**src/hdl/dust_sensor_poll_controller_assert.svh**
```systemverilog
// Assertion macros for the dust sensor poll controller.
// Included by the top level; depends on nothing else.
`ifndef DUST_SENSOR_POLL_CONTROLLER_ASSERT_SVH
`define DUST_SENSOR_POLL_CONTROLLER_ASSERT_SVH

// same-cycle implication
`define DSPC_ASSERT_SAME(label, clk, rst, ante, cons) \
   label: assert property (@(posedge clk) disable iff (rst) (ante) |-> (cons)) \
      else $error("dspc check failed");

// next-cycle implication
`define DSPC_ASSERT_NEXT(label, clk, rst, ante, cons) \
   label: assert property (@(posedge clk) disable iff (rst) (ante) |=> (cons)) \
      else $error("dspc check failed");

`endif

```
**src/hdl/dspc_pkg.sv**
```systemverilog
// Package for the dust sensor poll controller: codes, widths, frame layout.
// No dependencies.
`default_nettype none
package dspc_pkg;
   localparam int FRAME_BYTES   = 29;
   localparam int IDX_W         = $clog2(FRAME_BYTES);
   localparam int CAPTURE_FIRST = 4;
   localparam int CAPTURE_LAST  = 9;
   localparam int WORDS         = 3;

   localparam logic [1:0] REQ_TICK   = 2'd0;
   localparam logic [1:0] REQ_STATUS = 2'd1;
   localparam logic [1:0] REQ_BYTE   = 2'd2;

   localparam logic [1:0] CMD_NONE       = 2'd0;
   localparam logic [1:0] CMD_PROBE      = 2'd1;
   localparam logic [1:0] CMD_WRITE_INIT = 2'd2;
   localparam logic [1:0] CMD_READ       = 2'd3;

   localparam logic [1:0] CSR_POLL_INTERVAL = 2'd0;
   localparam logic [1:0] CSR_READ_DELAY    = 2'd1;
   localparam logic [1:0] CSR_INIT_COMMAND  = 2'd2;

   localparam logic [15:0] POLL_INTERVAL_RST = 16'd1000;
   localparam logic [7:0]  READ_DELAY_RST    = 8'd40;
   localparam logic [7:0]  INIT_COMMAND_RST  = 8'd136;

   typedef enum logic [5:0] {
      PH_PROBE      = 6'b000001,
      PH_PROBE_BUSY = 6'b000010,
      PH_INIT_BUSY  = 6'b000100,
      PH_DELAY      = 6'b001000,
      PH_READ       = 6'b010000,
      PH_WAIT       = 6'b100000
   } phase_type;
endpackage
`default_nettype wire

```
**src/hdl/dspc_req_if.sv**
```systemverilog
// Request channel interface: valid/ready plus tick, status and byte payload.
// Uses dspc_pkg.
`default_nettype none
interface dspc_req_if import dspc_pkg::*; ();
   logic       valid;
   logic       ready;
   logic [1:0] req_type;
   logic       bus_ok;
   logic [7:0] rx_byte;

   modport source (output valid, req_type, bus_ok, rx_byte, input ready);
   modport sink   (input valid, req_type, bus_ok, rx_byte, output ready);
endinterface
`default_nettype wire

```
**src/hdl/dspc_rsp_if.sv**
```systemverilog
// Response channel interface: valid/ready plus bus command and dust readings.
// Uses dspc_pkg.
`default_nettype none
interface dspc_rsp_if import dspc_pkg::*; ();
   logic        valid;
   logic        ready;
   logic [1:0]  bus_cmd;
   logic [7:0]  cmd_byte;
   logic [15:0] pm1_0;
   logic [15:0] pm2_5;
   logic [15:0] pm10;
   logic        error_flag;
   logic        ready_flag;
   logic        frame_done;
   logic        frame_good;

   modport source (output valid, bus_cmd, cmd_byte, pm1_0, pm2_5, pm10, error_flag,
                   ready_flag, frame_done, frame_good, input ready);
   modport sink   (input valid, bus_cmd, cmd_byte, pm1_0, pm2_5, pm10, error_flag,
                   ready_flag, frame_done, frame_good, output ready);
endinterface
`default_nettype wire

```
**src/hdl/dust_sensor_poll_controller.sv**
```systemverilog
// Dust sensor poll controller top level: sequencer, checksum and result register.
// Uses dspc_pkg, dspc_req_if, dspc_rsp_if and the assertion header.
//
//   channel   dir  handshake        content
//   req_chan  in   valid/ready      tick, bus status, frame byte
//   rsp_chan  out  valid/ready      bus command, dust values, flags
//   csr_*     in   write enable     poll interval, read delay, init byte
//
// One transaction per cycle unless rsp_chan stalls; the result is registered and appears
// the cycle after acceptance. A new request is taken whenever the result register is empty
// or being drained in the same cycle. Synchronous reset clears the sequencer,
// counters and dust values; configuration returns to 1000 ms, 40 ms and 0x88.
`default_nettype none
`include "dust_sensor_poll_controller_assert.svh"
module dust_sensor_poll_controller import dspc_pkg::*; (
   input  wire logic        clock,
   input  wire logic        reset,
   dspc_req_if.sink         req_chan,
   dspc_rsp_if.source       rsp_chan,
   input  wire logic        csr_wr_en,
   input  wire logic [1:0]  csr_index,
   input  wire logic [15:0] csr_wdata
);
   logic [15:0] poll_interval_ff;
   logic [7:0]  read_delay_ff;
   logic [7:0]  init_command_ff;

   phase_type   phase_ff, phase_in;
   logic [15:0] period_count_ff, period_count_in;
   logic [15:0] delay_count_ff, delay_count_in;
   logic        needs_init_ff, needs_init_in;
   logic        error_bit_ff, error_bit_in;
   logic        ready_bit_ff, ready_bit_in;
   logic [IDX_W-1:0] byte_index_ff, byte_index_in;
   logic [7:0]  running_sum_ff, running_sum_in;
   logic [15:0] capture_ff [WORDS];
   logic [15:0] capture_in [WORDS];
   logic [15:0] dust_ff [WORDS];
   logic [15:0] dust_in [WORDS];

   logic        rsp_valid_ff;
   logic [1:0]  bus_cmd_ff, bus_cmd_in;
   logic [7:0]  cmd_byte_ff, cmd_byte_in;
   logic        frame_done_ff, frame_done_in;
   logic        frame_good_ff, frame_good_in;

   logic        accept;
   logic [15:0] period_inc, delay_inc;
   logic        last_byte, in_capture;
   logic [IDX_W-1:0] cap_off;
   logic [1:0]  cap_word;

   assign req_chan.ready = !rsp_valid_ff || rsp_chan.ready;
   assign accept         = req_chan.valid && req_chan.ready;

   assign period_inc = (period_count_ff == 16'hFFFF) ? period_count_ff : period_count_ff + 16'd1;
   assign delay_inc  = (delay_count_ff == 16'hFFFF) ? delay_count_ff : delay_count_ff + 16'd1;
   assign last_byte  = ({1'b0, byte_index_ff} + (IDX_W+1)'(1)) >= (IDX_W+1)'(FRAME_BYTES);
   assign in_capture = (byte_index_ff >= IDX_W'(CAPTURE_FIRST))
                    && (byte_index_ff <= IDX_W'(CAPTURE_LAST));
   assign cap_off    = byte_index_ff - IDX_W'(CAPTURE_FIRST);
   assign cap_word   = cap_off[2:1];

   always_comb begin
      phase_in        = phase_ff;
      period_count_in = period_count_ff;
      delay_count_in  = delay_count_ff;
      needs_init_in   = needs_init_ff;
      error_bit_in    = error_bit_ff;
      ready_bit_in    = ready_bit_ff;
      byte_index_in   = byte_index_ff;
      running_sum_in  = running_sum_ff;
      capture_in      = capture_ff;
      dust_in         = dust_ff;
      bus_cmd_in      = CMD_NONE;
      cmd_byte_in     = 8'd0;
      frame_done_in   = 1'b0;
      frame_good_in   = 1'b0;

      case (req_chan.req_type)
         REQ_TICK: begin
            if (phase_ff != PH_PROBE) period_count_in = period_inc;
            case (phase_ff)
               PH_PROBE_BUSY, PH_INIT_BUSY, PH_READ: begin
               end
               PH_DELAY: begin
                  delay_count_in = delay_inc;
                  if (delay_inc >= {8'd0, read_delay_ff}) begin
                     bus_cmd_in     = CMD_READ;
                     byte_index_in  = '0;
                     running_sum_in = 8'd0;
                     phase_in       = PH_READ;
                  end
               end
               PH_WAIT: begin
                  delay_count_in = delay_inc;
                  if (delay_inc >= poll_interval_ff) begin
                     bus_cmd_in      = CMD_PROBE;
                     period_count_in = 16'd0;
                     phase_in        = PH_PROBE_BUSY;
                  end
               end
               default: begin
                  bus_cmd_in      = CMD_PROBE;
                  period_count_in = 16'd0;
                  phase_in        = PH_PROBE_BUSY;
               end
            endcase
         end
         REQ_STATUS: begin
            if ((phase_ff == PH_PROBE_BUSY || phase_ff == PH_INIT_BUSY || phase_ff == PH_READ)
                && !req_chan.bus_ok) begin
               error_bit_in   = 1'b1;
               ready_bit_in   = 1'b0;
               needs_init_in  = 1'b0;
               delay_count_in = 16'd0;
               phase_in       = PH_WAIT;
            end else if (phase_ff == PH_PROBE_BUSY) begin
               error_bit_in = 1'b0;
               if (needs_init_ff) begin
                  bus_cmd_in  = CMD_WRITE_INIT;
                  cmd_byte_in = init_command_ff;
                  phase_in    = PH_INIT_BUSY;
               end else begin
                  delay_count_in = 16'd0;
                  phase_in       = PH_DELAY;
               end
            end else if (phase_ff == PH_INIT_BUSY) begin
               needs_init_in  = 1'b0;
               delay_count_in = 16'd0;
               phase_in       = PH_DELAY;
            end
         end
         REQ_BYTE: begin
            if (phase_ff == PH_READ) begin
               if (last_byte) begin
                  frame_done_in = 1'b1;
                  frame_good_in = (running_sum_ff == req_chan.rx_byte);
                  for (int i = 0; i < WORDS; i++)
                     dust_in[i] = frame_good_in ? capture_ff[i] : 16'd0;
                  ready_bit_in   = 1'b1;
                  delay_count_in = period_count_ff;
                  phase_in       = PH_WAIT;
                  byte_index_in  = '0;
               end else begin
                  running_sum_in = running_sum_ff + req_chan.rx_byte;
                  if (in_capture) begin
                     if (!cap_off[0])
                        capture_in[cap_word] = {req_chan.rx_byte, capture_ff[cap_word][7:0]};
                     else
                        capture_in[cap_word] = {capture_ff[cap_word][15:8], req_chan.rx_byte};
                  end
                  byte_index_in = byte_index_ff + IDX_W'(1);
               end
            end
         end
         default: begin
         end
      endcase
   end

   always_ff @(posedge clock) begin
      if (reset) begin
         poll_interval_ff <= POLL_INTERVAL_RST;
         read_delay_ff    <= READ_DELAY_RST;
         init_command_ff  <= INIT_COMMAND_RST;
      end else if (csr_wr_en) begin
         case (csr_index)
            CSR_POLL_INTERVAL: poll_interval_ff <= csr_wdata;
            CSR_READ_DELAY:    read_delay_ff    <= csr_wdata[7:0];
            CSR_INIT_COMMAND:  init_command_ff  <= csr_wdata[7:0];
            default: begin
            end
         endcase
      end
   end

   always_ff @(posedge clock) begin
      if (reset) begin
         phase_ff        <= PH_PROBE;
         period_count_ff <= 16'd0;
         delay_count_ff  <= 16'd0;
         needs_init_ff   <= 1'b1;
         error_bit_ff    <= 1'b0;
         ready_bit_ff    <= 1'b1;
         byte_index_ff   <= '0;
         running_sum_ff  <= 8'd0;
         for (int i = 0; i < WORDS; i++) begin
            capture_ff[i] <= 16'd0;
            dust_ff[i]    <= 16'd0;
         end
      end else if (accept) begin
         phase_ff        <= phase_in;
         period_count_ff <= period_count_in;
         delay_count_ff  <= delay_count_in;
         needs_init_ff   <= needs_init_in;
         error_bit_ff    <= error_bit_in;
         ready_bit_ff    <= ready_bit_in;
         byte_index_ff   <= byte_index_in;
         running_sum_ff  <= running_sum_in;
         capture_ff      <= capture_in;
         dust_ff         <= dust_in;
      end
   end

   always_ff @(posedge clock) begin
      if (reset) begin
         rsp_valid_ff <= 1'b0;
      end else if (accept) begin
         rsp_valid_ff <= 1'b1;
      end else if (rsp_chan.ready) begin
         rsp_valid_ff <= 1'b0;
      end
   end

   always_ff @(posedge clock) begin
      if (accept) begin
         bus_cmd_ff    <= bus_cmd_in;
         cmd_byte_ff   <= cmd_byte_in;
         frame_done_ff <= frame_done_in;
         frame_good_ff <= frame_good_in;
      end
   end

   assign rsp_chan.valid      = rsp_valid_ff;
   assign rsp_chan.bus_cmd    = bus_cmd_ff;
   assign rsp_chan.cmd_byte   = cmd_byte_ff;
   assign rsp_chan.pm1_0      = dust_ff[0];
   assign rsp_chan.pm2_5      = dust_ff[1];
   assign rsp_chan.pm10       = dust_ff[2];
   assign rsp_chan.error_flag = error_bit_ff;
   assign rsp_chan.ready_flag = ready_bit_ff;
   assign rsp_chan.frame_done = frame_done_ff;
   assign rsp_chan.frame_good = frame_good_ff;

   `DSPC_ASSERT_SAME(a_good_needs_done, clock, reset, rsp_valid_ff && frame_good_ff, frame_done_ff)
   `DSPC_ASSERT_SAME(a_cmd_byte_only_init, clock, reset,
                     rsp_valid_ff && (bus_cmd_ff != CMD_WRITE_INIT), cmd_byte_ff == 8'd0)
   `DSPC_ASSERT_SAME(a_error_excl_ready, clock, reset, error_bit_ff, !ready_bit_ff)
   `DSPC_ASSERT_NEXT(a_frame_end_waits, clock, reset, accept && frame_done_in,
                     phase_ff == PH_WAIT && byte_index_ff == '0)
endmodule
`default_nettype wire
```
**src/flat_wrapper.sv**
```systemverilog
// flat-port wrapper written by rule: the top's interface ports become plain ports
module dust_sensor_poll_controller_flat import dspc_pkg::*;
  (clock, reset, csr_wr_en, csr_index, csr_wdata, req_chan_valid, req_chan_req_type, req_chan_bus_ok, req_chan_rx_byte, req_chan_ready, rsp_chan_valid, rsp_chan_bus_cmd, rsp_chan_cmd_byte, rsp_chan_pm1_0, rsp_chan_pm2_5, rsp_chan_pm10, rsp_chan_error_flag, rsp_chan_ready_flag, rsp_chan_frame_done, rsp_chan_frame_good, rsp_chan_ready);
  dspc_req_if req_chan_i ();
  dspc_rsp_if rsp_chan_i ();
  input  wire logic clock;
  input  wire logic reset;
  input  wire logic csr_wr_en;
  input  wire logic [1:0] csr_index;
  input  wire logic [15:0] csr_wdata;
  input wire logic [$bits(req_chan_i.valid)-1:0] req_chan_valid;
  input wire logic [$bits(req_chan_i.req_type)-1:0] req_chan_req_type;
  input wire logic [$bits(req_chan_i.bus_ok)-1:0] req_chan_bus_ok;
  input wire logic [$bits(req_chan_i.rx_byte)-1:0] req_chan_rx_byte;
  output wire logic [$bits(req_chan_i.ready)-1:0] req_chan_ready;
  output wire logic [$bits(rsp_chan_i.valid)-1:0] rsp_chan_valid;
  output wire logic [$bits(rsp_chan_i.bus_cmd)-1:0] rsp_chan_bus_cmd;
  output wire logic [$bits(rsp_chan_i.cmd_byte)-1:0] rsp_chan_cmd_byte;
  output wire logic [$bits(rsp_chan_i.pm1_0)-1:0] rsp_chan_pm1_0;
  output wire logic [$bits(rsp_chan_i.pm2_5)-1:0] rsp_chan_pm2_5;
  output wire logic [$bits(rsp_chan_i.pm10)-1:0] rsp_chan_pm10;
  output wire logic [$bits(rsp_chan_i.error_flag)-1:0] rsp_chan_error_flag;
  output wire logic [$bits(rsp_chan_i.ready_flag)-1:0] rsp_chan_ready_flag;
  output wire logic [$bits(rsp_chan_i.frame_done)-1:0] rsp_chan_frame_done;
  output wire logic [$bits(rsp_chan_i.frame_good)-1:0] rsp_chan_frame_good;
  input wire logic [$bits(rsp_chan_i.ready)-1:0] rsp_chan_ready;
  assign req_chan_i.valid = req_chan_valid;
  assign req_chan_i.req_type = req_chan_req_type;
  assign req_chan_i.bus_ok = req_chan_bus_ok;
  assign req_chan_i.rx_byte = req_chan_rx_byte;
  assign req_chan_ready = req_chan_i.ready;
  assign rsp_chan_valid = rsp_chan_i.valid;
  assign rsp_chan_bus_cmd = rsp_chan_i.bus_cmd;
  assign rsp_chan_cmd_byte = rsp_chan_i.cmd_byte;
  assign rsp_chan_pm1_0 = rsp_chan_i.pm1_0;
  assign rsp_chan_pm2_5 = rsp_chan_i.pm2_5;
  assign rsp_chan_pm10 = rsp_chan_i.pm10;
  assign rsp_chan_error_flag = rsp_chan_i.error_flag;
  assign rsp_chan_ready_flag = rsp_chan_i.ready_flag;
  assign rsp_chan_frame_done = rsp_chan_i.frame_done;
  assign rsp_chan_frame_good = rsp_chan_i.frame_good;
  assign rsp_chan_i.ready = rsp_chan_ready;
  dust_sensor_poll_controller u_core (.clock(clock), .reset(reset), .req_chan(req_chan_i), .rsp_chan(rsp_chan_i), .csr_wr_en(csr_wr_en), .csr_index(csr_index), .csr_wdata(csr_wdata));
endmodule
```
**config.mk**
```make
export PLATFORM = sky130hd
export DESIGN_NAME = dust_sensor_poll_controller_flat
export DESIGN_NICKNAME = d
export VERILOG_FILES = /design/src/hdl/dspc_pkg.sv /design/src/hdl/dspc_req_if.sv /design/src/hdl/dspc_rsp_if.sv /design/src/hdl/dust_sensor_poll_controller.sv /design/src/flat_wrapper.sv
export VERILOG_INCLUDE_DIRS = /design/src /design/src/hdl
export SDC_FILE = /design/constraint.sdc
export NUM_CORES = 1
export LEC_CHECK = 0
export BUFFER_PORTS_ARGS = -buffer_cell sky130_fd_sc_hd__clkbuf_2
export CORE_MARGIN = 1.5
export CORE_UTILIZATION = 64
export CTS_CLUSTER_SIZE = 20
export DETAILED_ROUTE_END_ITERATION = 8
export PLACE_DENSITY = 0.95
export SLEW_MARGIN = 30
export SYNTH_ARGS = -nofsm -noshare
export SYNTH_HDL_FRONTEND = slang
export SYNTH_SLANG_ARGS = --single-unit
```
**constraint.sdc**
```tcl
create_clock -name clock -period 8.85 [get_ports clock]
set_input_delay 0.885 -clock clock [delete_from_list [all_inputs] [get_ports clock]]
set_output_delay 0.885 -clock clock [all_outputs]
set_load 0.02 [all_outputs]
```
==> results.sh <==
export IMPL_multiInputGateArea_sq_um=5050
export IMPL_timing_critical_path_slowest_stage_cell="sky130_fd_sc_hd__a2111oi_0"
export IMPL_cpPeakStageDelay_ps=490
export IMPL_run_status="finished clean"
export IMPL_vias_per_cell=6.28
export IMPL_nNetsFinal=1210
export IMPL_critical_path_startpoint_type="flop"
export IMPL_drt_iter0_drc=802
export IMPL_final_cell_area_sq_um=10600
export IMPL_yosysWarnings=0
export IMPL_ranking_of_synthesized_cells_by_area="sky130_fd_sc_hd__dfxtp_1, sky130_fd_sc_hd__nor2_1, sky130_fd_sc_hd__ha_1"
export IMPL_synth_seq_area_share=0.420
export IMPL_via_count=8366
export IMPL_critPathRequiredTime_ps=9130
export IMPL_peakVddDrop_v=0.000148
export IMPL_final_max_slew_viol_count=0
export IMPL_post_synth_num_cell_types=68
export IMPL_tritoncts_clock_tree="done"
export IMPL_area_delta_synth_final_pct=11.1
export IMPL_drt_antenna_violating_nets=0
export IMPL_syn_area_sq_um=9580
export IMPL_grt_first_pass_wirelength_mm=38.7
export IMPL_placedCellCount=1300
export IMPL_placeable_core_region_sq_um=14600
export IMPL_drc=0
export IMPL_die_area_sq_um=15700
export IMPL_most_frequent_cells_in_the_layout="sky130_fd_sc_hd__nor2_1, sky130_fd_sc_hd__dfxtp_1, sky130_fd_sc_hd__clkbuf_2"
export IMPL_min_tclk_post_route_ps=4490
export IMPL_crit_type="flop to flop"
export IMPL_drt_total_wl_mm=23.6
export IMPL_hold_viol_final=0
export IMPL_synth_cells=1079
export IMPL_yosys_most_used_dff="sky130_fd_sc_hd__dfxtp_1"
export IMPL_reg_clk_slew_reported_paths_ps=80
export IMPL_syn_avg_cell_area_sq_um=8.88
export IMPL_cellLeakagePower_nw=4.43
export IMPL_critical_path_arrival_ps=4780
export IMPL_cts_setup_buffers=0
export IMPL_floorplan_rows=44
export IMPL_floorplan_die_width_microns=125
export IMPL_setup_violations=0
export IMPL_hold_path_class="flop to flop"
export IMPL_drt_wirelength_per_cell_microns=17.7
export IMPL_crit_path_end_kind="flop"
export IMPL_post_route_cells_drive_above_1_share=0.175
export IMPL_first_pass_iters=6
export IMPL_critical_path_max_fanout=11
export IMPL_diodes=0
export IMPL_overflow=0
export IMPL_ctsLongestPathBuffers=2
export IMPL_total_power_mw=1.81
export IMPL_mappedNetlistNets=1154
export IMPL_ys_ff_latch=195
export IMPL_die_height_microns=125
export IMPL_ioPinCount=98
export IMPL_layout_cells_non_filler=1332
export IMPL_fmax_achieved_mhz=222
export IMPL_power_per_cell_area_nw_per_um2=170
export IMPL_async_s_r_ff_share_synth=0
export IMPL_netlist_area_leader_share=0.383
export IMPL_cp_cell_sequence="ha_1 -> nand4_1 -> nor4_1 -> buf_4 -> nand4b_1 -> nor2_1 -> xor2_1 -> ha_1 -> a211o_1 -> a21oi_1 -> o21ai_0 -> a2111oi_0 -> a2bb2oi_1 -> a221o_1 -> or3_1 -> a21oi_1"
export IMPL_fillers=996
export IMPL_max_cap_violations=0
export IMPL_cts_made_buffers=17
export IMPL_max_slew_margin=0.355
export IMPL_postCtsResizedCells=0
export IMPL_netlist_top_cell_by_area="sky130_fd_sc_hd__dfxtp_1"
export IMPL_grt_overall_usage=0.301
export IMPL_grt_pass1_vias=7858
export IMPL_hpwl_mm=16.1
export IMPL_hold_slack_ps=461
export IMPL_grt_max_degree=96
export IMPL_setup_repair_after_global_routing_missed_its_margin="no"
export IMPL_placement_cell_area_sq_um=10000
export IMPL_clock_tree_root_cell="sky130_fd_sc_hd__clkbuf_16"
export IMPL_transition_time_of_the_tightest_slew_check_pin_ps=967
export IMPL_timing_final_crit_share=0.508
export IMPL_number_of_enable_flip_flop_cells_after_synthesis=12
export IMPL_timing_setup_tns_ps=0
export IMPL_globalplace_congestion=0.896
export IMPL_htree_num_levels=4
export IMPL_layout_cells_most_common="sky130_fd_sc_hd__nor2_1"
export IMPL_sequential_cell_area_sq_um=4030
export IMPL_clock_latency_ps=440
export IMPL_initial_core_util=0.656
export IMPL_clock_sink_count=195
export IMPL_portBuffers=97
export IMPL_cts_hold_buffers=0
export IMPL_final_setup_skew_ps=11.0
export IMPL_antenna_found_initial=0
==> power by group <==
| part | switching [mW] | internal [mW] |
|---|---|---|
| combinational | 0.0915 | 0.0486 |
| clock | 0.377 | 0.379 |
| sequential | 0.0130 | 0.899 |
==> metrics by stage <==
| stage | setup slack, ps | util |
|---|---|---|
| after global placement | 4640 | 0.688 |
| final | 4360 | 0.730 |
| after floorplan | 4890 | - |
| after detailed placement | 4370 | 0.689 |
| after global routing | 4040 | 0.730 |
| after CTS | 4340 | 0.729 |
==> layout make-up <==
cell class                      instances  area share
Clock buffer                           17      0.0400
Tap cell                              184      0.0216
Sequential cell                       195       0.378
Inverter                               53      0.0187
Timing Repair Buffer                  105      0.0515
Clock inverter                         15      0.0153
Multi-Input combinational cell        763       0.475
==> sequential cells by signal, indices dropped and copies added (netlist names), 2 cells and up <==
name / cells
u_core.capture_ff: 48
u_core.delay_count_ff: 16
u_core.period_count_ff: 16
u_core.poll_interval_ff: 16
u_core.rsp_chan.pm10: 16
u_core.rsp_chan.pm1_0: 16
u_core.rsp_chan.pm2_5: 16
u_core.init_command_ff: 8
u_core.read_delay_ff: 8
u_core.rsp_chan.cmd_byte: 8
u_core.running_sum_ff: 8
u_core.phase_ff: 6
u_core.byte_index_ff: 5
u_core.rsp_chan.bus_cmd: 2
==> logic make-up after synthesis <==
| family | count (synthesis) | synth area share |
|---|---|---|
| simple gates | 388 | 0.190 |
| compound gates | 236 | 0.179 |
| flops | 195 | 0.420 |
| buf+inv | 121 | 0.0554 |
| mux | 69 | 0.0751 |
| fa+ha+maj | 42 | 0.0554 |
| xor+xnor | 28 | 0.0256 |
==> per-layer routing <==
metal / track usage / vias up / routed length, microns
met4: 0.112 / 0 / 600
met2: 0.511 / 420 / 11600
met3: 0.0642 / 64 / 1780
li1: - / 3926 / -
met1: 0.379 / 3956 / 9630
met5: 0 / - / 0
==> synthesized netlist by cell type, types with 11 or more instances <==
cell,count
sky130_fd_sc_hd__inv_1,52
sky130_fd_sc_hd__mux2i_1,46
sky130_fd_sc_hd__and2_1,13
sky130_fd_sc_hd__a21o_1,11
sky130_fd_sc_hd__ha_1,40
sky130_fd_sc_hd__xnor2_1,18
sky130_fd_sc_hd__o21ai_0,35
sky130_fd_sc_hd__mux2_2,23
sky130_fd_sc_hd__a22oi_2,20
sky130_fd_sc_hd__a211oi_1,11
sky130_fd_sc_hd__clkbuf_1,46
sky130_fd_sc_hd__nand2_1,71
sky130_fd_sc_hd__nor2_1,184
sky130_fd_sc_hd__a22oi_1,28
sky130_fd_sc_hd__edfxtp_1,12
sky130_fd_sc_hd__nand3_1,30
sky130_fd_sc_hd__a21oi_1,67
sky130_fd_sc_hd__nand4_1,17
sky130_fd_sc_hd__dfxtp_1,183
==> critical path: cells and delay by family (launching register included) <==
kind	cells	cell delay [ps]
simple gates	5	980
compound gates	7	1870
flops	1	420
xor+xnor	1	250
fa+ha+maj	2	580
buf+inv	1	220
==> worst paths after layout <==
kind,startpoint,to,slack (ps),depth (start not counted)
max,u_core.delay_count_ff[0],u_core.phase_ff[3],4360,16
min,u_core.poll_interval_ff[13],u_core.poll_interval_ff[13],460,2
max reg2reg,u_core.delay_count_ff[0],u_core.phase_ff[3],4360,16
min reg2reg,u_core.poll_interval_ff[13],u_core.poll_interval_ff[13],460,2
No activity file was read; power rests on OpenSTA's default activity.
